File: config.mk
export PLATFORM = sky130hd
export DESIGN_NAME = seven_bit_group_decoder
export DESIGN_NICKNAME = d
export VERILOG_FILES = /design/src/design/sbgd_pkg.sv /design/src/design/seven_bit_group_decoder.sv /design/src/design/sbgd_ram.sv /design/src/design/sbgd_datapath.sv /design/src/design/sbgd_ctrl.sv
export SDC_FILE = /design/constraint.sdc
export NUM_CORES = 1
export LEC_CHECK = 0
export ABC_AREA = 0
export ABC_CLOCK_PERIOD_IN_PS = 5230
export BUFFER_PORTS_ARGS = -buffer_cell sky130_fd_sc_hd__buf_4
export CORE_AREA = 5 5 207 189
export CTS_CLUSTER_SIZE = 14
export DETAILED_ROUTE_END_ITERATION = 16
export DIE_AREA = 0 0 212 194
export SLEW_MARGIN = 0
export SYNTH_ARGS = -nofsm -noshare
export SYNTH_HDL_FRONTEND = slang
export SYNTH_SLANG_ARGS = --single-unit
File: constraint.sdc
create_clock -name clk -period 5.23 [get_ports clk]
set_input_delay 0.7845 -clock clk [delete_from_list [all_inputs] [get_ports clk]]
set_output_delay 0.7845 -clock clk [all_outputs]
set_load 0.005 [all_outputs]
File: src/design/sbgd_pkg.sv
// ----------------------------------------------------------------------------
// sbgd_pkg: shared definitions for the seven-bit group decoder
// Widths, character limits, controller states and the command/status structs
// that join the controller to the datapath.
// ----------------------------------------------------------------------------
package sbgd_pkg;

	localparam int GROUP_LEN = 12;
	localparam int CHAR_W    = 8;
	localparam int DIGIT_W   = 7;
	localparam int SEXTET_W  = 6;
	localparam int BYTE_W    = 8;
	localparam int BASE      = 91;
	localparam int IDX_W     = $clog2(GROUP_LEN + 2);
	localparam int PAIR_W    = $clog2(GROUP_LEN / 2 + 1);
	localparam int RAM_DEPTH = 2 * GROUP_LEN;
	localparam int RAM_AW    = $clog2(RAM_DEPTH);
	localparam int V_W       = 14;
	localparam int TOP_BIT   = 12;
	localparam int QUAD      = 4;

	localparam logic [CHAR_W-1:0]  CHAR_FIRST = 8'd32;
	localparam logic [CHAR_W-1:0]  CHAR_END   = CHAR_W'(32 + BASE);
	localparam logic [DIGIT_W-1:0] MARK_DIGIT = DIGIT_W'(BASE - 1);

	typedef enum logic [1:0] {
		ST_OK   = 2'd0,
		ST_BAD  = 2'd1,
		ST_WARN = 2'd2
	} status_t;

	typedef enum logic [1:0] {
		ITEM_HI,
		ITEM_LO,
		ITEM_TOP
	} item_kind_t;

	typedef enum logic [1:0] {
		DEC_HELD,
		DEC_HELD_FLUSH,
		DEC_CURRENT
	} dec_mode_t;

	typedef enum logic [3:0] {
		S_IDLE,
		S_CHAR,
		S_BAD,
		S_NEXT,
		S_RDA,
		S_RDB,
		S_VAL,
		S_PUSH,
		S_EMIT,
		S_GDONE,
		S_FIN
	} ctrl_state_t;

	typedef struct packed {
		logic      capture;
		logic      write_digit;
		logic      set_term;
		logic      emit_bad;
		logic      dec_start;
		dec_mode_t dec_mode;
		logic      rd_a;
		logic      rd_b;
		logic      calc_v;
		logic      push;
		logic      emit_byte;
		logic      finish;
		logic      clear;
	} dp_cmd_t;

	typedef struct packed {
		logic       halted;
		logic       eoi;
		logic       bad_char;
		logic       mark_pair;
		logic       group_full;
		logic       held_valid;
		logic       fill_zero;
		logic       dec_done;
		item_kind_t item_kind;
		logic       dec_on_current;
		logic       emit_done;
		logic       can_emit;
		logic       pend_valid;
	} dp_sts_t;

	// Two digit banks share one RAM: bank 0 at 0..11, bank 1 at 12..23.
	function automatic logic [RAM_AW-1:0] ram_addr(logic bank, logic [IDX_W-1:0] idx);
		logic [RAM_AW-1:0] base_addr;
		base_addr = bank ? RAM_AW'(GROUP_LEN) : '0;
		return base_addr + RAM_AW'(idx);
	endfunction

endpackage

File: src/design/seven_bit_group_decoder.sv
// ----------------------------------------------------------------------------
// seven_bit_group_decoder: base-91 character stream to binary bytes
// A character that does not finish a group is accepted, then stored. Finishing
// a group while one is held decodes the held group pair by pair, emitting its
// bytes as it goes; end of input decodes what remains. Reset clears all
// control state; digit stores need no clearing.
// ----------------------------------------------------------------------------
module seven_bit_group_decoder
	import sbgd_pkg::*;
(
	input  logic              clk,
	input  logic              arst_n,
	input  logic              char_valid,
	output logic              char_stall,
	input  logic [CHAR_W-1:0] in_char,
	input  logic              end_of_input,
	output logic              result_valid,
	input  logic              result_stall,
	output logic [BYTE_W-1:0] out_byte,
	output logic              byte_valid,
	output logic [1:0]        status,
	output logic              last
);

	// The block works on one input item at a time. The controller takes a
	// transfer only in its idle state, then stores the character into the
	// current digit bank of a shared two-bank RAM. When a group of twelve
	// digits is complete the banks swap roles, so the finished group becomes
	// the held group without any copy.
	//
	// Decoding a group walks it pair by pair through the single RAM read port:
	// two reads, one multiply-add for the base-91 value, then its sextets one
	// at a time into a four-entry carry. Every full carry, and the terminator
	// quad, hands its bytes to the output side one per cycle while that side has room.
	//
	// Results go through a pending slot ahead of the output register. A
	// result leaves the slot when the next one arrives or when the item is
	// finished, which is how the final result of an item gets its last flag.
	// The output register lets the decoder keep going while the downstream
	// side holds a result back, until the pending slot also holds one.

	dp_cmd_t cmd;
	dp_sts_t sts;

	sbgd_ctrl u_ctrl (
		.clk        (clk),
		.arst_n     (arst_n),
		.char_valid (char_valid),
		.char_stall (char_stall),
		.sts        (sts),
		.cmd        (cmd)
	);

	sbgd_datapath u_datapath (
		.clk          (clk),
		.arst_n       (arst_n),
		.cmd          (cmd),
		.sts          (sts),
		.in_char      (in_char),
		.end_of_input (end_of_input),
		.result_stall (result_stall),
		.result_valid (result_valid),
		.out_byte     (out_byte),
		.byte_valid   (byte_valid),
		.status       (status),
		.last         (last)
	);

`ifndef ASSERT_OFF
	// Once halted, the block never produces another result.
	halted_silent: assert property (@(posedge clk) disable iff (!arst_n)
		sts.halted |-> !(cmd.emit_byte || cmd.emit_bad))
		else $error("result produced while halted");

	// Every result of the previous item has left the pending slot before
	// a new input transfer is taken.
	pend_empty_on_accept: assert property (@(posedge clk) disable iff (!arst_n)
		(char_valid && !char_stall) |-> !sts.pend_valid)
		else $error("input accepted with a result still pending");

	// A group decode never pushes more sextets than it was set up for.
	push_within_group: assert property (@(posedge clk) disable iff (!arst_n)
		cmd.push |-> !sts.dec_done)
		else $error("sextet pushed past the end of the group");

	// A byte goes out only when the quad has bytes left and the slot is free.
	emit_guarded: assert property (@(posedge clk) disable iff (!arst_n)
		cmd.emit_byte |-> (!sts.emit_done && sts.can_emit))
		else $error("byte emitted without room or beyond the quad");
`endif

endmodule

File: src/design/sbgd_ram.sv
// ----------------------------------------------------------------------------
// sbgd_ram: generic single-port-write, single-port-read RAM
// One write and one registered read per cycle.
// ----------------------------------------------------------------------------
module sbgd_ram #(
	parameter int WIDTH = 8,
	parameter int DEPTH = 16,
	parameter int AW    = $clog2(DEPTH)
) (
	input  logic             clk,
	input  logic             we,
	input  logic [AW-1:0]    waddr,
	input  logic [WIDTH-1:0] wdata,
	input  logic             re,
	input  logic [AW-1:0]    raddr,
	output logic [WIDTH-1:0] rdata
);

	logic [WIDTH-1:0] mem_q [DEPTH];
	logic [WIDTH-1:0] rdata_q;

	always_ff @(posedge clk) begin
		if (we) begin
			mem_q[waddr] <= wdata;
		end
		if (re) begin
			rdata_q <= mem_q[raddr];
		end
	end

	assign rdata = rdata_q;

endmodule

File: src/design/sbgd_datapath.sv
// ----------------------------------------------------------------------------
// sbgd_datapath: digit storage, pair decode, sextet carry and result registers
// Executes the controller's commands and reports status back.
// ----------------------------------------------------------------------------
module sbgd_datapath
	import sbgd_pkg::*;
(
	input  logic              clk,
	input  logic              arst_n,
	input  dp_cmd_t           cmd,
	output dp_sts_t           sts,
	input  logic [CHAR_W-1:0] in_char,
	input  logic              end_of_input,
	input  logic              result_stall,
	output logic              result_valid,
	output logic [BYTE_W-1:0] out_byte,
	output logic              byte_valid,
	output logic [1:0]        status,
	output logic              last
);

	// Captured input item.
	logic [CHAR_W-1:0]  char_q;
	logic               eoi_q;

	// Group collection state.
	logic [IDX_W-1:0]   fill_q;
	logic               held_valid_q;
	logic               cur_bank_q;
	logic [DIGIT_W-1:0] term_q;
	logic               halted_q;
	logic               mark0_q;
	logic               mark01_q;

	// Sextet carry.
	logic [SEXTET_W-1:0] carry_q [QUAD];
	logic [1:0]          carry_fill_q;

	// Group decode state.
	logic                dec_bank_q;
	logic [IDX_W-1:0]    dec_n_q;
	logic [PAIR_W-1:0]   dec_pairs_q;
	logic [IDX_W-1:0]    dec_use_q;
	logic                dec_len_nz_q;
	logic [IDX_W-1:0]    idx_q;
	logic [DIGIT_W-1:0]  digit_a_q;
	logic [V_W-1:0]      v_q;
	logic [SEXTET_W-1:0] top_q;

	// Quad emission.
	logic [1:0]          nbytes_q;
	logic [1:0]          byte_cnt_q;
	status_t             emit_st_q;

	// Pending result and output register.
	logic                pend_valid_q;
	logic [BYTE_W-1:0]   pend_byte_q;
	logic                pend_bv_q;
	status_t             pend_st_q;
	logic                out_valid_q;
	logic [BYTE_W-1:0]   out_byte_q;
	logic                out_bv_q;
	status_t             out_st_q;
	logic                out_last_q;

	logic [CHAR_W-1:0]   char_off;
	logic [DIGIT_W-1:0]  digit;
	logic                bad_char;
	logic [RAM_AW-1:0]   waddr;
	logic [RAM_AW-1:0]   raddr;
	logic [IDX_W-1:0]    rd_idx;
	logic [DIGIT_W-1:0]  rdata;
	logic                has_b;
	logic [DIGIT_W-1:0]  b_digit;
	logic [V_W-1:0]      v_next;

	logic                sel_bank;
	logic [IDX_W-1:0]    sel_n;
	logic [DIGIT_W-1:0]  sel_len;
	logic [IDX_W:0]      sel_np1;
	logic [PAIR_W-1:0]   sel_pairs;
	logic [IDX_W-1:0]    sel_items;
	logic [IDX_W-1:0]    sel_use;

	item_kind_t          item_kind;
	logic [SEXTET_W-1:0] item_val;
	logic                is_last;
	logic                quad_full;
	logic [1:0]          push_nbytes;
	status_t             push_st;
	logic                push_clear;

	logic [BYTE_W-1:0]   quad_b0;
	logic [BYTE_W-1:0]   quad_b1;
	logic [BYTE_W-1:0]   quad_b2;
	logic [BYTE_W-1:0]   cur_byte;
	logic                out_free;
	logic                emit_any;
	logic [BYTE_W-1:0]   new_byte;
	logic                new_bv;
	status_t             new_st;
	logic                load_out;

	// ---------------------------------------------------------------- decode
	assign char_off = char_q - CHAR_FIRST;
	assign digit    = char_off[DIGIT_W-1:0];
	assign bad_char = (char_q < CHAR_FIRST) || (char_q >= CHAR_END);

	assign waddr  = ram_addr(cur_bank_q, fill_q);
	assign rd_idx = cmd.rd_b ? {idx_q[IDX_W-1:1], 1'b1} : idx_q;
	assign raddr  = ram_addr(dec_bank_q, rd_idx);

	sbgd_ram #(
		.WIDTH (DIGIT_W),
		.DEPTH (RAM_DEPTH)
	) u_ram (
		.clk   (clk),
		.we    (cmd.write_digit),
		.waddr (waddr),
		.wdata (digit),
		.re    (cmd.rd_a | cmd.rd_b),
		.raddr (raddr),
		.rdata (rdata)
	);

	// A missing second digit of an odd group reads as zero.
	assign has_b   = ({1'b0, idx_q} + 1'b1) < {1'b0, dec_n_q};
	assign b_digit = has_b ? rdata : '0;
	assign v_next  = V_W'(digit_a_q) * V_W'(BASE) + V_W'(b_digit);

	always_comb begin
		sel_bank = ~cur_bank_q;
		sel_n    = IDX_W'(GROUP_LEN);
		sel_len  = '0;
		unique case (cmd.dec_mode)
			DEC_HELD: begin
				sel_len = '0;
			end
			DEC_HELD_FLUSH: begin
				sel_len = (fill_q == '0) ? term_q : '0;
			end
			DEC_CURRENT: begin
				sel_bank = cur_bank_q;
				sel_n    = fill_q;
				sel_len  = term_q;
			end
			default: begin
				sel_len = '0;
			end
		endcase
	end

	assign sel_np1   = {1'b0, sel_n} + 1'b1;
	assign sel_pairs = PAIR_W'(sel_np1 >> 1);
	assign sel_items = IDX_W'({sel_pairs, 1'b1});
	assign sel_use   = ((sel_len != '0) && (sel_len < DIGIT_W'(sel_items))) ?
	                   IDX_W'(sel_len) : sel_items;

	always_comb begin
		if (idx_q < IDX_W'({dec_pairs_q, 1'b0})) begin
			item_kind = idx_q[0] ? ITEM_LO : ITEM_HI;
		end else begin
			item_kind = ITEM_TOP;
		end
	end

	always_comb begin
		unique case (item_kind)
			ITEM_HI:  item_val = v_q[2*SEXTET_W-1:SEXTET_W];
			ITEM_LO:  item_val = v_q[SEXTET_W-1:0];
			ITEM_TOP: item_val = top_q;
			default:  item_val = top_q;
		endcase
	end

	// The final item of a terminated group carries the byte count of its quad.
	assign is_last   = ({1'b0, idx_q} + 1'b1) == {1'b0, dec_use_q};
	assign quad_full = (carry_fill_q == 2'd3);

	always_comb begin
		push_nbytes = '0;
		push_st     = ST_OK;
		push_clear  = 1'b0;
		if (is_last && dec_len_nz_q) begin
			push_clear = 1'b1;
			if (item_val < SEXTET_W'(3)) begin
				push_nbytes = item_val[1:0];
			end else begin
				push_nbytes = 2'd3;
				push_st     = ST_WARN;
			end
		end else if (quad_full) begin
			push_clear  = 1'b1;
			push_nbytes = 2'd3;
		end
	end

	assign quad_b0 = {carry_q[0], carry_q[1][5:4]};
	assign quad_b1 = {carry_q[1][3:0], carry_q[2][5:2]};
	assign quad_b2 = {carry_q[2][1:0], carry_q[3]};

	always_comb begin
		case (byte_cnt_q)
			2'd0:    cur_byte = quad_b0;
			2'd1:    cur_byte = quad_b1;
			default: cur_byte = quad_b2;
		endcase
	end

	// ---------------------------------------------------------------- status
	assign out_free = !out_valid_q || !result_stall;

	always_comb begin
		sts.halted         = halted_q;
		sts.eoi            = eoi_q;
		sts.bad_char       = bad_char;
		sts.mark_pair      = (fill_q == IDX_W'(2)) && mark01_q;
		sts.group_full     = (fill_q == IDX_W'(GROUP_LEN - 1));
		sts.held_valid     = held_valid_q;
		sts.fill_zero      = (fill_q == '0);
		sts.dec_done       = (idx_q == dec_use_q);
		sts.item_kind      = item_kind;
		sts.dec_on_current = (dec_bank_q == cur_bank_q);
		sts.emit_done      = (byte_cnt_q == nbytes_q);
		sts.can_emit       = !pend_valid_q || out_free;
		sts.pend_valid     = pend_valid_q;
	end

	// ------------------------------------------------------------- registers
	always_ff @(posedge clk or negedge arst_n) begin
		if (!arst_n) begin
			char_q <= '0;
			eoi_q  <= 1'b0;
		end else if (cmd.capture) begin
			char_q <= in_char;
			eoi_q  <= end_of_input;
		end
	end

	always_ff @(posedge clk or negedge arst_n) begin
		if (!arst_n) begin
			fill_q       <= '0;
			held_valid_q <= 1'b0;
			cur_bank_q   <= 1'b0;
			term_q       <= '0;
			halted_q     <= 1'b0;
			mark0_q      <= 1'b0;
			mark01_q     <= 1'b0;
		end else begin
			if (cmd.clear) begin
				fill_q       <= '0;
				held_valid_q <= 1'b0;
				term_q       <= '0;
				halted_q     <= 1'b0;
			end
			if (cmd.emit_bad) begin
				halted_q <= 1'b1;
			end
			if (cmd.set_term) begin
				term_q <= digit;
				fill_q <= '0;
			end
			if (cmd.write_digit) begin
				if (fill_q == '0) begin
					mark0_q <= (digit == MARK_DIGIT);
				end
				if (fill_q == IDX_W'(1)) begin
					mark01_q <= mark0_q && (digit == MARK_DIGIT);
				end
				if (fill_q == IDX_W'(GROUP_LEN - 1)) begin
					fill_q       <= '0;
					held_valid_q <= 1'b1;
					cur_bank_q   <= ~cur_bank_q;
				end else begin
					fill_q <= fill_q + 1'b1;
				end
			end
		end
	end

	always_ff @(posedge clk or negedge arst_n) begin
		if (!arst_n) begin
			dec_bank_q   <= 1'b0;
			dec_n_q      <= '0;
			dec_pairs_q  <= '0;
			dec_use_q    <= '0;
			dec_len_nz_q <= 1'b0;
			idx_q        <= '0;
			top_q        <= '0;
		end else begin
			if (cmd.dec_start) begin
				dec_bank_q   <= sel_bank;
				dec_n_q      <= sel_n;
				dec_pairs_q  <= sel_pairs;
				dec_use_q    <= sel_use;
				dec_len_nz_q <= (sel_len != '0);
				idx_q        <= '0;
				top_q        <= '0;
			end
			if (cmd.calc_v) begin
				top_q <= {top_q[SEXTET_W-2:0], v_next[TOP_BIT]};
			end
			if (cmd.push) begin
				idx_q <= idx_q + 1'b1;
			end
		end
	end

	always_ff @(posedge clk) begin
		if (cmd.rd_b) begin
			digit_a_q <= rdata;
		end
		if (cmd.calc_v) begin
			v_q <= v_next;
		end
	end

	always_ff @(posedge clk or negedge arst_n) begin
		if (!arst_n) begin
			for (int i = 0; i < QUAD; i++) begin
				carry_q[i] <= '0;
			end
			carry_fill_q <= '0;
			nbytes_q     <= '0;
			byte_cnt_q   <= '0;
			emit_st_q    <= ST_OK;
		end else begin
			if (cmd.clear) begin
				for (int i = 0; i < QUAD; i++) begin
					carry_q[i] <= '0;
				end
				carry_fill_q <= '0;
			end
			if (cmd.push) begin
				carry_q[carry_fill_q] <= item_val;
				carry_fill_q          <= push_clear ? 2'd0 : carry_fill_q + 1'b1;
				nbytes_q              <= push_nbytes;
				emit_st_q             <= push_st;
				byte_cnt_q            <= '0;
			end
			if (cmd.emit_byte) begin
				byte_cnt_q <= byte_cnt_q + 1'b1;
			end
		end
	end

	// ------------------------------------------------------- result staging
	// A new result waits in the pending slot until either another result
	// follows (it leaves with last low) or the item finishes (last high).
	assign emit_any = cmd.emit_byte | cmd.emit_bad;
	assign new_byte = cmd.emit_bad ? '0 : cur_byte;
	assign new_bv   = !cmd.emit_bad;
	assign new_st   = cmd.emit_bad ? ST_BAD : emit_st_q;
	assign load_out = (emit_any && pend_valid_q) || cmd.finish;

	always_ff @(posedge clk or negedge arst_n) begin
		if (!arst_n) begin
			pend_valid_q <= 1'b0;
			out_valid_q  <= 1'b0;
		end else begin
			if (emit_any) begin
				pend_valid_q <= 1'b1;
			end else if (cmd.finish) begin
				pend_valid_q <= 1'b0;
			end
			if (load_out) begin
				out_valid_q <= 1'b1;
			end else if (!result_stall) begin
				out_valid_q <= 1'b0;
			end
		end
	end

	always_ff @(posedge clk) begin
		if (emit_any) begin
			pend_byte_q <= new_byte;
			pend_bv_q   <= new_bv;
			pend_st_q   <= new_st;
		end
		if (load_out) begin
			out_byte_q <= pend_byte_q;
			out_bv_q   <= pend_bv_q;
			out_st_q   <= pend_st_q;
			out_last_q <= cmd.finish;
		end
	end

	assign result_valid = out_valid_q;
	assign out_byte     = out_byte_q;
	assign byte_valid   = out_bv_q;
	assign status       = out_st_q;
	assign last         = out_last_q;

endmodule

File: src/design/sbgd_ctrl.sv
// ----------------------------------------------------------------------------
// sbgd_ctrl: controller state machine of the seven-bit group decoder
// Sequences character handling, group decode and result hand-off.
// ----------------------------------------------------------------------------
module sbgd_ctrl
	import sbgd_pkg::*;
(
	input  logic    clk,
	input  logic    arst_n,
	input  logic    char_valid,
	output logic    char_stall,
	input  dp_sts_t sts,
	output dp_cmd_t cmd
);

	ctrl_state_t state_q;
	ctrl_state_t state_next;

	// Picks the next step of a group decode from the item counter.
	function automatic ctrl_state_t dispatch(dp_sts_t s);
		ctrl_state_t nxt;
		if (s.dec_done) begin
			nxt = S_GDONE;
		end else if (s.item_kind == ITEM_HI) begin
			nxt = S_RDA;
		end else begin
			nxt = S_PUSH;
		end
		return nxt;
	endfunction

	always_ff @(posedge clk or negedge arst_n) begin
		if (!arst_n) begin
			state_q <= S_IDLE;
		end else begin
			state_q <= state_next;
		end
	end

	always_comb begin
		state_next = state_q;
		unique case (state_q)
			S_IDLE: begin
				if (char_valid) begin
					state_next = S_CHAR;
				end
			end
			S_CHAR: begin
				if (sts.halted) begin
					state_next = S_IDLE;
				end else if (sts.eoi) begin
					state_next = (sts.held_valid || !sts.fill_zero) ? S_NEXT : S_FIN;
				end else if (sts.bad_char) begin
					state_next = S_BAD;
				end else if (sts.mark_pair) begin
					state_next = S_IDLE;
				end else if (sts.group_full && sts.held_valid) begin
					state_next = S_NEXT;
				end else begin
					state_next = S_IDLE;
				end
			end
			S_BAD: begin
				if (sts.can_emit) begin
					state_next = S_FIN;
				end
			end
			S_NEXT:  state_next = dispatch(sts);
			S_RDA:   state_next = S_RDB;
			S_RDB:   state_next = S_VAL;
			S_VAL:   state_next = S_PUSH;
			S_PUSH:  state_next = S_EMIT;
			S_EMIT: begin
				if (sts.emit_done) begin
					state_next = dispatch(sts);
				end
			end
			S_GDONE: begin
				if (sts.eoi && !sts.dec_on_current && !sts.fill_zero) begin
					state_next = S_NEXT;
				end else begin
					state_next = S_FIN;
				end
			end
			S_FIN: begin
				if (!sts.pend_valid || sts.can_emit) begin
					state_next = S_IDLE;
				end
			end
			default: state_next = S_IDLE;
		endcase
	end

	always_comb begin
		cmd        = '0;
		char_stall = 1'b1;
		unique case (state_q)
			S_IDLE: begin
				char_stall  = 1'b0;
				cmd.capture = char_valid;
			end
			S_CHAR: begin
				if (sts.halted) begin
					cmd.capture = 1'b0;
				end else if (sts.eoi) begin
					if (sts.held_valid) begin
						cmd.dec_start = 1'b1;
						cmd.dec_mode  = DEC_HELD_FLUSH;
					end else if (!sts.fill_zero) begin
						cmd.dec_start = 1'b1;
						cmd.dec_mode  = DEC_CURRENT;
					end else begin
						cmd.clear = 1'b1;
					end
				end else if (sts.bad_char) begin
					cmd.capture = 1'b0;
				end else if (sts.mark_pair) begin
					cmd.set_term = 1'b1;
				end else begin
					cmd.write_digit = 1'b1;
					if (sts.group_full && sts.held_valid) begin
						cmd.dec_start = 1'b1;
						cmd.dec_mode  = DEC_HELD;
					end
				end
			end
			S_BAD: begin
				cmd.emit_bad = sts.can_emit;
			end
			S_RDA:  cmd.rd_a   = 1'b1;
			S_RDB:  cmd.rd_b   = 1'b1;
			S_VAL:  cmd.calc_v = 1'b1;
			S_PUSH: cmd.push   = 1'b1;
			S_EMIT: begin
				cmd.emit_byte = !sts.emit_done && sts.can_emit;
			end
			S_GDONE: begin
				if (sts.eoi && !sts.dec_on_current && !sts.fill_zero) begin
					cmd.dec_start = 1'b1;
					cmd.dec_mode  = DEC_CURRENT;
				end else if (sts.eoi) begin
					cmd.clear = 1'b1;
				end
			end
			S_FIN: begin
				cmd.finish = sts.pend_valid && sts.can_emit;
			end
			S_NEXT: begin
				cmd.capture = 1'b0;
			end
			default: begin
				cmd.capture = 1'b0;
			end
		endcase
	end

endmodule
==> flow_metrics.env, run 1 <==
export IMPL_run_status="completed"
export IMPL_syn_to_final_growth_pct=11.4
export IMPL_p_leak_nw=6.13
export IMPL_fin_util=0.440
export IMPL_grt_pass1_vias=8987
export IMPL_fp_dieH_um=194
export IMPL_grt_use_met3=0.0267
export IMPL_grtUsageMet2=0.237
export IMPL_insertion_delay_ns=0.58
export IMPL_p_total_mw=8.99
export IMPL_slowest_stage="fa_1"
export IMPL_netlist_area_sq_um=14500
export IMPL_synth_warnings=0
export IMPL_peakVddDrop_mv=0.392
export IMPL_clockRootBuffer="clkbuf_16"
export IMPL_initial_core_util=0.395
export IMPL_nFillCells=3287
export IMPL_ys_seq_area_frac=0.595
export IMPL_worstSetupEndpointType="flop"
export IMPL_setup_viol=0
export IMPL_antenna_left=0
export IMPL_pin_count=27
export IMPL_via_count=9005
export IMPL_slew_headroom=0.217
export IMPL_period_minus_slack_ns=4.86
export IMPL_rsz0062_at_grt="no"
export IMPL_maxSlewViolCount=0
export IMPL_core_sq_um=36800
export IMPL_path_cells="ha_1, ha_1, a21boi_0, o21ai_0, nand2b_1, a211oi_1, buf_4, and2_1, fa_1, fa_1, inv_1, fa_1, inv_1, ha_1, o21ai_1, inv_1, and2_1, o21ai_1, o311ai_0"
export IMPL_placedCellCount=1582
export IMPL_grtUsageMet1=0.226
export IMPL_avgSynthCellArea_sq_um=13.0
export IMPL_tns_ns=0
export IMPL_htree_levels=1
export IMPL_io_buffers=26
export IMPL_gp_congestion=0.833
export IMPL_path_clk_slew_ns=0.06
export IMPL_grt_overflow_total=0
export IMPL_antenna_found_initial=0
export IMPL_hold_viol_final=0
export IMPL_power_density_nw_per_um2=556
export IMPL_hold_path_class="primary input to asynchronous set/reset pin"
export IMPL_placedInstanceArea_sq_um=15200
export IMPL_path_max_fanout=7
export IMPL_critPathKind="flop to flop"
export IMPL_skew_ns=0.0161
export IMPL_seqCellArea_sq_um=8640
export IMPL_cap_violations=0
export IMPL_post_dp_hpwl_mm=20.8
export IMPL_finalNonFillerCells=1640
export IMPL_clockBufferDepth=3
export IMPL_diodes=0
export IMPL_firstDrtPassIters=5
export IMPL_hold_ws_ns=0.0469
export IMPL_wl_per_cell_um=19.2
export IMPL_mostFrequentLayoutCells="edfxtp_1, dfrtp_1, inv_1"
export IMPL_grt_usage=0.152
export IMPL_pre_cts_ws_ns=0.225
export IMPL_die_w_um=212
export IMPL_top_usage_layer="met2"
export IMPL_route_detailed_drc=0
export IMPL_critPathLaunchType="flop"
export IMPL_slowest_delay_ns=0.54
export IMPL_cts_num_sinks=302
export IMPL_yosys_most_used_dff="edfxtp_1"
export IMPL_synth_nets=1211
export IMPL_synth_async_reset_ratio=0.281
export IMPL_fmax_mhz=206
export IMPL_grt_max_degree=72
export IMPL_layout_setup_ws_ns=0.373
export IMPL_synth_seq_cells=302
export IMPL_drive_gt1_frac=0.124
export IMPL_worstPathRequired_ns=5.53
export IMPL_design_area_sq_um=16200
export IMPL_die_area_sq_um=41100
export IMPL_placement_rows=67
export IMPL_arrival_ns=5.16
export IMPL_synth_enable_flop_cells=217
export IMPL_mostFrequentLayoutCell="edfxtp_1"
export IMPL_synth_cells=1119
export IMPL_finalCritPeriodShare=0.929
export IMPL_multi_input_area_sq_um=5330
export IMPL_drt_iter0_drc=648
export IMPL_yosys_cell_types_count=84
export IMPL_wl_mm=31.5
export IMPL_cts_tree="yes"
export IMPL_grt_pass1_wl_mm=50.7
export IMPL_nets=1224
export IMPL_worstMarginPinSlew_ns=1.17
export IMPL_numCtsBuffers=31
export IMPL_viasPerCell=5.49
[synthesized netlist by cell type (12+ instances only)]
cell,number,share of area
o21ai_0,73,0.025
clkbuf_1,29,0.0075
dfrtp_1,85,0.15
ha_1,60,0.052
a21oi_1,54,0.019
fa_1,19,0.026
mux4_2,14,0.022
edfxtp_1,217,0.45
inv_1,74,0.019
nand3_1,51,0.018
xnor2_1,19,0.011
and2_1,12,0.0052
and3_1,14,0.0060
mux2_2,15,0.012
nor3_1,28,0.0096
nand2_1,66,0.017
buf_2,18,0.0062
nor2_1,50,0.013
[area by class of cell]
class,instances,area share
Clock inverter,15,0.00958
Timing Repair Buffer,39,0.0181
Multi-Input combinational cell,682,0.329
Inverter,76,0.0178
Tap cell,483,0.0373
Clock buffer,43,0.0538
Sequential cell,302,0.534
[cell families (layout without fill, tap and decap cells)]
family	after synthesis	in the layout	share of synthesized area
flops	302	302	0.595
simple gates	271	271	0.0974
compound gates	252	252	0.114
buf+inv	135	173	0.0391
fa+ha+maj	79	79	0.0779
mux	52	52	0.0585
xor+xnor	28	28	0.0179
[final timing paths]
path	slack, ns	from	depth (start not counted)	endpoint
max	0.37	u_datapath.idx_q[0]	19	u_datapath.v_q[11]
min	0.05	arst_n	1	u_datapath.carry_q[3]
max reg2reg	0.37	u_datapath.idx_q[0]	19	u_datapath.v_q[11]
min reg2reg	0.42	u_datapath.pend_byte_q[5]	0	u_datapath.out_byte[5]
max in group asynchronous	3.98	arst_n	2	u_datapath.term_q[2]
min in group clk	0.42	u_datapath.pend_byte_q[5]	0	u_datapath.out_byte[5]
[report_power, final]
part / switching [mW] / leakage [nW] / internal, mW / total (mW)
logic: 2.02 / 2.53 / 1.34 / 3.36
registers: 0.265 / 3.10 / 3.16 / 3.42
clock network: 0.939 / 0.494 / 1.27 / 2.21
total: 3.23 / 6.13 / 5.77 / 8.99
[state kept, by name (all words and copies together) (netlist names), 6 cells and up]
| register | flops |
|---|---|
| u_datapath.u_ram.mem_q | 168 |
| u_datapath.top_q | 6 |
| u_datapath.v_q | 12 |
| u_datapath.term_q | 7 |
| u_datapath.carry_q | 24 |
| u_datapath.out_byte | 8 |
| u_datapath.digit_a_q | 7 |
| u_datapath.u_ram.rdata | 7 |
| u_datapath.pend_byte_q | 8 |
| u_datapath.char_q | 8 |
[worst max-delay path, delay by kind of cell, from the launching register on]
| kind | cells | cell delay, ns |
|---|---|---|
| buffers and inverters | 4 | 0.36 |
| flip-flops | 1 | 0.40 |
| AO/OA/AOI/OAI | 6 | 1.03 |
| AND/OR/NAND/NOR | 3 | 0.38 |
| adder cells (fa/ha/maj) | 6 | 2.42 |
[timing repair]
action                     in CTS  in global routing
buffers inserted                0                  0
setup endpoints to repair       0                  2
resized for setup               0                  2
hold buffers                    0                  0
[metal layers]
layer	wire length, um	vias up	part of all wire
met5	0	-	0
met4	520	0	0.017
met3	1780	42	0.057
met2	14600	243	0.46
met1	14500	4462	0.46
li1	-	4258	-
Note: power is estimated with default switching activity, not from simulation.
==> run 2: changes to the inputs <==
CORE_AREA = 5 5 215 196   (was 5 5 207 189)
DIE_AREA = 0 0 220 201   (was 0 0 212 194)
==> run 2 against run 1 <==
Critical endpoint unchanged. Critical path type unchanged. Routed wire length increased by 0.21%. Power increased by 1.0%. First-iteration DRC count increased by 4.2%. Sequential share of layout area decreased by 0.32 points. Clock power increased by 6%. Sequential power increased by 2%. Worst setup slack improved by 0.059 ns. Global-route usage decreased by 0.96 points. Core utilization decreased by 3.2 points.
==> flow_metrics.env, run 2 (same netlist as run 1, synthesis figures left out) <==
export IMPL_regMostFlops="u_datapath.u_ram.mem_q"
export IMPL_rsz0062_at_grt="no"
export IMPL_mostFrequentLayoutCell="edfxtp_1"
export IMPL_cts_num_sinks=302
export IMPL_firstDrtPassIters=5
export IMPL_seqCellArea_sq_um=8640
export IMPL_hold_ws_ns=0.112
export IMPL_clockRootBuffer="clkbuf_16"
export IMPL_io_buffers=26
export IMPL_worstMarginPinSlew_ns=1.16
export IMPL_grt_pass1_vias=8809
export IMPL_nFillCells=3775
export IMPL_grt_overflow_total=0
export IMPL_drt_iter0_drc=675
export IMPL_drive_gt1_frac=0.122
export IMPL_top_regs="u_datapath.u_ram.mem_q: 168 flops, u_datapath.carry_q: 24 flops, u_datapath.v_q: 12 flops"
export IMPL_run_status="completed"
export IMPL_fmax_mhz=208
export IMPL_critPathKind="flop to flop"
export IMPL_worstSetupEndpointType="flop"
export IMPL_mostFrequentLayoutCells="edfxtp_1, dfrtp_1, inv_1"
export IMPL_placement_rows=70
export IMPL_core_sq_um=39900
export IMPL_syn_to_final_growth_pct=12.1
export IMPL_power_density_nw_per_um2=558
export IMPL_path_clk_slew_ns=0.07
export IMPL_gp_congestion=0.823
export IMPL_finalCritPeriodShare=0.917
export IMPL_multi_input_area_sq_um=5330
export IMPL_clockBufferDepth=3
export IMPL_via_count=9011
export IMPL_hold_viol_final=0
export IMPL_p_leak_nw=6.14
export IMPL_diodes=0
export IMPL_path_max_fanout=7
export IMPL_pin_count=27
export IMPL_nets=1222
export IMPL_wl_per_cell_um=18.6
export IMPL_grt_pass1_wl_mm=51.1
export IMPL_grt_usage=0.143
export IMPL_largest_reg_flops=168
export IMPL_numCtsBuffers=31
export IMPL_worstPathRequired_ns=5.53
export IMPL_initial_core_util=0.364
export IMPL_wl_mm=31.5
export IMPL_insertion_delay_ns=0.58
export IMPL_grt_max_degree=62
export IMPL_hold_path_class="primary input to asynchronous set/reset pin"
export IMPL_antenna_found_initial=1
export IMPL_skew_ns=0.0209
export IMPL_period_minus_slack_ns=4.80
export IMPL_htree_levels=1
export IMPL_cts_tree="yes"
export IMPL_post_dp_hpwl_mm=20.7
export IMPL_antenna_left=0
export IMPL_arrival_ns=5.10
export IMPL_viasPerCell=5.32
export IMPL_fp_dieH_um=201
export IMPL_maxSlewViolCount=0
export IMPL_cts_setup_buffers=0
export IMPL_critPathLaunchType="flop"
export IMPL_tns_ns=0
export IMPL_slew_headroom=0.223
export IMPL_route_detailed_drc=0
export IMPL_cts_hold_buf=0
export IMPL_die_w_um=220
export IMPL_setup_viol=0
export IMPL_cap_violations=0
export IMPL_peakVddDrop_mv=0.286
export IMPL_die_area_sq_um=44200
-- run 2: changes by cell type in the layout (fill, tap and decap cells not counted), sizes merged --
cell,previous run,this run
clkinvlp,3,4
inv,78,76
clkinv,8,13
buf,39,37
bufinv,2,6
clkbuf,43,35
-- run 2: area by class of cell --
class	count	area share
clock inverter	23	0.0174
sequential	302	0.531
clock buffer	35	0.0486
inverter	76	0.0177
timing repair buffer	37	0.0171
multi-input combinational	682	0.327
tap	540	0.0415
-- run 2: timing repair --
| action | 4_1_cts | 5_1_grt |
|---|---|---|
| resized for setup | 0 | 2 |
| setup endpoints to repair | 0 | 2 |
| endpoints found under the hold margin | 0 | 0 |
-- run 2: metrics by stage --
stage | total power [mW] | cells | instance area (sq um) | util | setup WS (ns)
finish | 9.09 | 1695 | 16300 | 0.408 | 0.432
global route | 9.71 | 1695 | 16300 | 0.408 | 0.0830
CTS | 9.15 | 1695 | 16300 | 0.408 | 0.202
detailed placement | 6.80 | 1637 | 15200 | 0.381 | 0.213
global placement | 6.75 | 1637 | 15200 | 0.381 | 0.306
floorplan | 5.84 | 1119 | 14500 | - | 0.466
-- run 2: report_power, final --
group / internal [mW] / total (mW) / switching [mW]
clock network: 1.39 / 2.34 / 0.951
registers: 3.16 / 3.48 / 0.319
logic: 1.32 / 3.27 / 1.95
total: 5.87 / 9.09 / 3.22
-- run 2: metal layers --
layer	share of wire	GRT usage	wire (um)	up-vias
li1	-	-	-	4249
met1	0.47	0.212	14800	4488
met2	0.46	0.225	14700	225
met3	0.050	0.0237	1570	47
met4	0.015	0.0243	478	2
met5	0.00060	0	19	-
-- run 2: worst max-delay path, cell delays in order, from the launching register on --
cell,delay (ns)
dfrtp_1,0.40
ha_1,0.35
ha_1,0.28
a21boi_0,0.12
o21ai_0,0.18
nand2b_1,0.07
a211oi_1,0.23
buf_4,0.18
nand2_1,0.07
fa_1,0.50
fa_1,0.45
fa_1,0.55
inv_1,0.04
ha_1,0.32
o21ai_1,0.20
inv_1,0.08
and2_1,0.18
o21ai_1,0.21
o311ai_0,0.15
-- run 2: worst paths after layout --
kind | startpoint | to | slack, ns | cells after the start
worst max-delay path | u_datapath.idx_q[0] | u_datapath.v_q[11] | 0.43 | 18
worst min-delay path | arst_n | u_datapath.top_q[4] | 0.11 | 1
worst max register to register | u_datapath.idx_q[0] | u_datapath.v_q[11] | 0.43 | 18
worst min register to register | u_datapath.pend_byte_q[5] | u_datapath.out_byte[5] | 0.42 | 0
max in group asynchronous | arst_n | u_datapath.cur_bank_q | 4.01 | 2
min in group clk | u_datapath.pend_byte_q[5] | u_datapath.out_byte[5] | 0.42 | 0
==> run 3: changes to the inputs <==
BUFFER_PORTS_ARGS = -buffer_cell sky130_fd_sc_hd__buf_2   (was -buffer_cell sky130_fd_sc_hd__buf_4)
CORE_AREA = 5 5 186 170   (was 5 5 215 196)
CTS_BUF_LIST = sky130_fd_sc_hd__clkbuf_16   (was unset)
DIE_AREA = 0 0 191 175   (was 0 0 220 201)
PLACE_DENSITY = 0.65   (was unset)
==> run 3 against run 2 <==
Non-clock buffer count decreased by 1. Worst setup slack got worse by 0.12 ns. Final area decreased by 2.4%. Combinational power decreased by 2%. Critical path type unchanged. Highest routed layer is now met4. Clock-buffer cell count decreased by 3. Largest power group unchanged.
==> flow_metrics.env, run 3 (same netlist as run 1, synthesis figures left out) <==
export IMPL_run_status="completed"
export IMPL_syn_to_final_growth_pct=9.41
export IMPL_die_area_sq_um=33400
export IMPL_net_switching_power_mw=3.17
export IMPL_period_minus_slack_ns=4.91
export IMPL_die_w_um=191
export IMPL_finalNonFillerCells=1553
export IMPL_rr_startpoint="u_datapath.idx_q[0]"
export IMPL_regMostFlops="u_datapath.u_ram.mem_q"
export IMPL_fp_dieH_um=175
export IMPL_arrival_ns=5.18
export IMPL_cp_startpoint="u_datapath.idx_q[0]"
export IMPL_largest_reg_flops=168
export IMPL_maxSlewViolCount=0
export IMPL_tns_ns=0
export IMPL_path_max_fanout=7
export IMPL_clockRootBuffer="clkbuf_16"
export IMPL_r2r_slack_ns=0.32
export IMPL_cts_tree="yes"
export IMPL_setup_viol=0
export IMPL_via_count=9031
export IMPL_placement_rows=60
export IMPL_hold_path_class="primary input to asynchronous set/reset pin"
export IMPL_top_regs="u_datapath.u_ram.mem_q: 168 flops, u_datapath.carry_q: 24 flops, u_datapath.v_q: 12 flops"
export IMPL_cts_hold_buf=0
export IMPL_post_dp_hpwl_mm=20.4
export IMPL_hold_viol_final=0
export IMPL_cts_setup_buffers=0
export IMPL_p_sw_frac=0.363
export IMPL_rsz0062_at_grt="no"
export IMPL_cap_violations=0
export IMPL_critPathKind="flop to flop"
export IMPL_layout_setup_ws_ns=0.316
export IMPL_viasPerCell=5.82
export IMPL_finalCritPeriodShare=0.940
export IMPL_p_clk_frac=0.230
export IMPL_antenna_left=0
export IMPL_critPathLaunchType="flop"
export IMPL_core_sq_um=29500
export IMPL_power_internal_mw=5.57
export IMPL_grt_overflow_total=0
export IMPL_clockBufferDepth=3
export IMPL_grt_max_degree=79
export IMPL_wl_per_cell_um=19.8
export IMPL_ff2ff_path_depth=19
export IMPL_initial_core_util=0.492
export IMPL_grt_pass1_wl_mm=49.9
export IMPL_mostFrequentLayoutCells="edfxtp_1, dfrtp_1, inv_1"
export IMPL_diodes=0
export IMPL_worstSetupEndpoint="u_datapath.v_q[11]"
export IMPL_p_leak_nw=6.09
export IMPL_nets=1221
export IMPL_route_detailed_drc=0
export IMPL_fin_util=0.539
export IMPL_cts_num_sinks=302
export IMPL_insertion_delay_ns=0.58
export IMPL_skew_ns=0.0278
export IMPL_power_frac_comb=0.367
export IMPL_io_buffers=26
export IMPL_worstSetupEndpointType="flop"
export IMPL_drt_iter0_drc=654
export IMPL_pre_cts_ws_ns=0.222
export IMPL_r2r_end="u_datapath.v_q[11]"
export IMPL_peakVddDrop_mv=0.443
export IMPL_pin_count=27
export IMPL_gp_congestion=0.831
export IMPL_power_density_nw_per_um2=550
export IMPL_grt_usage=0.185
export IMPL_placedCellCount=1499
export IMPL_wl_mm=30.7
export IMPL_antenna_found_initial=0
export IMPL_grt_pass1_vias=8993
export IMPL_fmax_mhz=203
export IMPL_pwr_share_seq=0.403
export IMPL_worstMarginPinSlew_ns=1.16
export IMPL_firstDrtPassIters=5
export IMPL_path_clk_slew_ns=0.06
export IMPL_slew_headroom=0.224
export IMPL_numCtsBuffers=31
export IMPL_worstPathRequired_ns=5.50
export IMPL_mostFrequentLayoutCell="edfxtp_1"
export IMPL_p_total_mw=8.74
export IMPL_htree_levels=1
export IMPL_drive_gt1_frac=0.117
[run 3: how the worst min path moves through the flow]
stage	slack (ns)	depth (start not counted)	start	to
final	0.04	1	arst_n	u_datapath.top_q[2]
after floorplan	0.40	0	u_datapath.pend_bv_q	u_datapath.byte_valid
after global placement	0.40	0	u_datapath.pend_bv_q	u_datapath.byte_valid
after global routing	0.03	1	arst_n	u_datapath.top_q[2]
after CTS	0.02	1	arst_n	u_datapath.top_q[5]
after detailed placement	0.41	0	u_datapath.pend_byte_q[4]	u_datapath.out_byte[4]
[run 3: what timing repair did]
item / in CTS / in global routing
endpoints found under the hold margin: 0 / 0
gates resized for setup: 0 / 2
endpoints found under the setup margin: 0 / 3
[run 3: stage by stage]
stage                     instance area [sq um]  hold WS [ns]
after floorplan                           14500         0.400
after global placement                    15000         0.400
after detailed placement                  15000         0.406
after CTS                                 15900        0.0157
after global routing                      15900        0.0297
final                                     15900        0.0397
[run 3: power groups by stage]
stage,clock (mW),combinational (mW),sequential [mW]
final,2.01,3.21,3.52
after global routing,2.15,3.61,3.57
after CTS,2.04,3.22,3.52
after detailed placement,0,3.20,3.57
after global placement,0,3.12,3.56
after floorplan,0,2.46,3.38
[run 3: final cells by class]
class | count | area, sq um
clock buffers | 32 | 801
clock inverters | 22 | 119
fillers | 2436 | 13600
inverters | 76 | 288
multi-input cells | 682 | 5330
flip-flops and latches | 302 | 8640
well taps | 403 | 504
repair buffers | 36 | 211
[run 3: critical path: stages, from the launching register on]
cell,delay [ns]
dfrtp_1,0.39
ha_1,0.36
ha_1,0.28
a21boi_0,0.12
o21ai_0,0.17
nand2b_1,0.07
a211oi_1,0.23
buf_4,0.18
and2_1,0.15
fa_1,0.43
fa_1,0.49
inv_1,0.05
fa_1,0.53
inv_1,0.04
ha_1,0.30
o21ai_1,0.14
inv_1,0.09
and2_1,0.18
o21ai_0,0.25
o311ai_0,0.17
[run 3: per-layer routing]
layer / track usage / up-vias / part of all wire
met1: 0.271 / 4520 / 0.46
met4: 0.0386 / 0 / 0.019
li1: - / 4254 / -
met5: 0 / - / 0
met2: 0.301 / 212 / 0.47
met3: 0.0228 / 45 / 0.044
